==> src/rtl/mxl_pkg.sv <==
// Shared types, constants and helpers for the maxout linear layer.
`default_nettype none
package mxl_pkg;

	localparam int POSITIONS_DEF = 4;
	localparam int IN_SIZE_DEF   = 16;
	localparam int OUT_SIZE_DEF  = 16;

	localparam int OP_W    = 2;
	localparam int INDEX_W = 10;
	localparam int VALUE_W = 16;
	localparam int PROD_W  = 32;
	localparam int ACT_W   = 32;
	localparam int UNIT_W  = 4;
	localparam int WIN_W   = 2;
	localparam int FRAC_W  = 12;

	localparam logic [OP_W-1:0] OP_WEIGHT  = 2'd0;
	localparam logic [OP_W-1:0] OP_BIAS    = 2'd1;
	localparam logic [OP_W-1:0] OP_FEATURE = 2'd2;

	typedef enum logic [1:0] {
		CMD_NONE,
		CMD_WEIGHT,
		CMD_BIAS,
		CMD_FEATURE
	} cmd_kind_t;

	typedef struct packed {
		cmd_kind_t                   kind;
		logic                        start;
		logic [INDEX_W-1:0]          addr;
		logic signed [VALUE_W-1:0]   value;
	} cmd_t;

	typedef struct packed {
		logic first_i;
		logic last_i;
		logic first_p;
		logic last_p;
		logic last_o;
	} tag_t;

	typedef enum logic {
		BK_IDLE,
		BK_RUN
	} back_state_t;

	function automatic int cw(input int n);
		return (n > 1) ? $clog2(n) : 1;
	endfunction

endpackage
`default_nettype wire

==> src/rtl/mxl_front.sv <==
// Front end: decodes input words into store commands and queues them.
`default_nettype none
module mxl_front #(
	parameter int POSITIONS = mxl_pkg::POSITIONS_DEF,
	parameter int IN_SIZE   = mxl_pkg::IN_SIZE_DEF,
	parameter int OUT_SIZE  = mxl_pkg::OUT_SIZE_DEF
) (
	input  wire                                      clk,
	input  wire                                      arst_n,
	input  wire                                      feed_valid,
	output logic                                     feed_ready,
	input  wire  [mxl_pkg::OP_W-1:0]                 op,
	input  wire  [mxl_pkg::INDEX_W-1:0]              index,
	input  wire  signed [mxl_pkg::VALUE_W-1:0]       value,
	input  wire                                      last,
	output logic                                     cmd_valid,
	input  wire                                      cmd_ready,
	output mxl_pkg::cmd_t                            cmd
);

	localparam int W_DEPTH = POSITIONS * IN_SIZE * OUT_SIZE;
	localparam int F_DEPTH = POSITIONS * IN_SIZE;
	localparam logic [1:0] QUEUE_FULL = 2'd2;

	mxl_pkg::cmd_t dec;
	logic          keep;
	logic          push;
	logic          pop;

	mxl_pkg::cmd_t slot_q [2];
	logic          wr_ptr_q;
	logic          rd_ptr_q;
	logic [1:0]    count_q;

	always_comb begin
		dec.kind  = mxl_pkg::CMD_NONE;
		dec.start = 1'b0;
		dec.addr  = index;
		dec.value = value;
		case (op)
			mxl_pkg::OP_WEIGHT: begin
				if (32'(index) < W_DEPTH) dec.kind = mxl_pkg::CMD_WEIGHT;
			end
			mxl_pkg::OP_BIAS: begin
				if (32'(index) < OUT_SIZE) dec.kind = mxl_pkg::CMD_BIAS;
			end
			mxl_pkg::OP_FEATURE: begin
				if (32'(index) < F_DEPTH) dec.kind = mxl_pkg::CMD_FEATURE;
				dec.start = last;
			end
			default: begin
				dec.kind = mxl_pkg::CMD_NONE;
			end
		endcase
		keep = (dec.kind != mxl_pkg::CMD_NONE) || dec.start;
	end

	// dropped words are still taken
	assign feed_ready = (count_q != QUEUE_FULL);
	assign push       = feed_valid && feed_ready && keep;
	assign cmd_valid  = (count_q != 2'd0);
	assign pop        = cmd_valid && cmd_ready;
	assign cmd        = slot_q[rd_ptr_q];

	always_ff @(posedge clk) begin
		if (push) slot_q[wr_ptr_q] <= dec;
	end

	always_ff @(posedge clk or negedge arst_n) begin
		if (!arst_n) begin
			wr_ptr_q <= 1'b0;
			rd_ptr_q <= 1'b0;
			count_q  <= 2'd0;
		end else begin
			if (push) wr_ptr_q <= ~wr_ptr_q;
			if (pop)  rd_ptr_q <= ~rd_ptr_q;
			count_q <= count_q + 2'(push) - 2'(pop);
		end
	end

endmodule
`default_nettype wire

==> config.mk <==
export PLATFORM = sky130hd
export DESIGN_NAME = mxl_front
export DESIGN_NICKNAME = d
export VERILOG_FILES = /design/src/rtl/mxl_pkg.sv /design/src/rtl/mxl_front.sv
export SDC_FILE = /design/constraint.sdc
export NUM_CORES = 1
export LEC_CHECK = 0
export ABC_AREA = 1
export BUFFER_PORTS_ARGS = -buffer_cell sky130_fd_sc_hd__clkbuf_2
export CAP_MARGIN = 0
export CORE_MARGIN = 3
export CORE_UTILIZATION = 30
export CTS_CLUSTER_SIZE = 16
export DETAILED_ROUTE_END_ITERATION = 6
export SLEW_MARGIN = 20
export SYNTH_ARGS = -nofsm -noshare
export SYNTH_HDL_FRONTEND = slang
export SYNTH_SLANG_ARGS = --single-unit
==> constraint.sdc <==
create_clock -name clk -period 3.2 [get_ports clk]
set_clock_uncertainty 0.05 [all_clocks]
set_input_delay 0.64 -clock clk [delete_from_list [all_inputs] [get_ports clk]]
set_output_delay 0.64 -clock clk [all_outputs]
set_load 0.02 [all_outputs]
==> impl_metrics.toml <==
[critical_path]
r2r_end = "slot_q[1][23]$_DFFE_PP_"
critPathTopFamily = "buffers and inverters"
startpoint_type = "flip-flop"
endpoint_kind = "output pin"
worstPathCellList = "inv_1 > buf_4 > nand2_1 > nand2_1 > clkbuf_2"
r2r_slack_ns = 1.28
critPathMaxStageDelay_ns = 0.37
crit_end = "cmd[21]"
cp.depth = 5
worstPathMaxFanout = 18
startpoint = "rd_ptr_q$_DFFE_PN0P_"
regToRegStartpoint = "count_q[1]$_DFF_PN0_"
critPathBufInv = 3
cpMostUsedCell = "nand2_1"
cp.arrival_ns = 1.71
path_class = "flip-flop to output pin"
rr_worst_depth = 4
worstPathRequired_ns = 2.51
slowest_stage = "dfrtp_1"

[place]
place_congestion = 0.6672
place_hpwl_um = 3185
portBuffers = 63
pre_cts_ws_ns = 0.8334
dp.cells = 357

[timing]
fin_ws_ns = 0.7982
drv_slew = 0
hold_violations = 0
grt_setup_unrepaired = "no"
worst_pin_slew_ns = 0.6316
setup_viol = 0
finalSetupTns_ns = 0
post-route-min-period_ns = 2.402
slew_headroom = 0.5785
max_clock_freq_ghz = 0.4164
fin_crit_sh = 0.7506

[drt]
drc = 0
wl_met3_um = 274
drtIter0Drc = 50
first_pass_iters = 4
wl_per_cell_um = 12.69
wl_met1_um = 2013
top_layer_used = "met4"
routed_wirelength_um = 4732
wl_met2_um = 2383
ant_nets = 0
vias_per_cell = 4.134
vias = 1542

[clock_network]
ctsRootBufferMaster = "clkbuf_8"
clk_pin_slew_ns = 0.06
holdBufCountCts = 0
cts_resized = 0
cts_buffer_depth = 2
clock_latency_ns = 0.33
cts_setup_buffers = 0
clock_sinks = 62
cts_tree = "done"
h-tree-depth = 3
cts-buffers-inserted = 9

[yosys]
avgSynthCellArea_um2 = 12.45
yosysUniqueCellTypes = 17
syn_area_um2 = 2415
synth_fp_nets = 229
ys_ff_latch = 62
yosys_warnings = 0
ys_seq_area_frac = 0.7627
synth_cells = 194

[layout]
area.growth.synth_to_final_pct = 28.55
diodes = 0
n_fill_cell = 800
fin_cells = 373
mostFrequentLayoutCell = "nand2_1"
drive_gt1_frac = 0.3247
finalNetCount = 301
final_cell_mix = "nand2_1 (96), clkbuf_2 (63), edfxtp_1 (58)"

[die]
dieArea_um2 = 9162
ios = 64
num_rows = 32
core_um2 = 7767
die_h_um = 95.72
start_util = 0.3109
die_x_um = 95.72

[global_route]
grt_overflow_total = 0
grt_pass1_wl_um = 7596
grtUsageTotal = 0.1126
grt_pass1_vias = 1570
antenna_found_initial = 0
grt_max_degree = 30

[power]
design_power_total_uw = 2706
p_leak_uw = 0.001400
irDropWorstVdd_uv = 432.8
power.density_nw_per_um2 = 871.6

[hold_path]
min_path_type = "input port to async pin"

[job]
cap_viol_max_count = 0

[outcome]
status = "complete, no violations"
-- report_power, final --
part           total (uW)  internal [uW]  switching, uW
combinational         881            271            610
clock                 800            513            287
sequential           1020            993           31.3
-- how the worst min path moves through the flow --
stage                                end  slack, ns  cells past startpoint
detailed placement  count_q[0]$_DFF_PN0_       0.41                      1
global route        count_q[0]$_DFF_PN0_       0.04                      1
floorplan           count_q[0]$_DFF_PN0_       0.29                      0
CTS                 count_q[0]$_DFF_PN0_       0.04                      1
finish              count_q[0]$_DFF_PN0_       0.06                      1
global placement    count_q[0]$_DFF_PN0_       0.41                      1
-- routing by layer --
metal	track usage	vias to the layer above
met5	0	-
met4	0.04621	0
met3	0.04222	6
met2	0.1807	40
met1	0.1366	718
li1	-	778
-- synth_stat cells --
master / number / area share
nor2_2: 1 / 0.0026
edfxtp_1: 58 / 0.72
dfrtp_1: 4 / 0.041
nand3_1: 2 / 0.0041
xnor2_1: 2 / 0.0073
xor2_2: 1 / 0.0067
a21boi_1: 1 / 0.0031
inv_2: 1 / 0.0016
nand3_2: 1 / 0.0041
nand2_1: 96 / 0.15
or2_4: 1 / 0.0036
inv_1: 11 / 0.017
nand2_2: 3 / 0.0078
nor2_1: 4 / 0.0062
ha_1: 2 / 0.010
buf_2: 5 / 0.010
buf_4: 1 / 0.0031
-- kinds of logic (layout without fill, tap and decap cells) --
family,Yosys count,count (layout),synth area share
AOI/OAI and AO/OA,1,1,0.003110
DFF,62,62,0.7627
xor gates and xnor gates,3,3,0.01399
buffers and inverters,18,95,0.03212
adders and majority gates,2,2,0.01036
and+or+nand+nor,108,108,0.1777
-- registers in the layout, summed over array words and instances (netlist names) --
name	cells
rd_ptr_q	1
slot_q	58
count_q	2
wr_ptr_q	1
-- layout make-up --
class | instances | area, um^2 | share of cell area
Sequential cell | 62 | 1842 | 0.5933
Inverter | 12 | 45.04 | 0.01451
Multi-Input combinational cell | 114 | 503.0 | 0.1620
Tap cell | 102 | 127.6 | 0.04111
Clock inverter | 5 | 97.59 | 0.03144
Timing Repair Buffer | 67 | 357.8 | 0.1153
Clock buffer | 11 | 131.4 | 0.04232
-- stage by stage --
stage / hold slack, ns / util / area [um^2]
3_5_place_dp: 0.4071 / 0.3702 / 2875
6_report: 0.05882 / 0.3996 / 3104
4_1_cts: 0.04003 / 0.3996 / 3104
5_1_grt: 0.03761 / 0.3996 / 3104
3_3_place_gp: 0.4067 / 0.3702 / 2875
2_1_floorplan: 0.2944 / - / 2415
No activity file was read; power rests on OpenSTA's default activity.
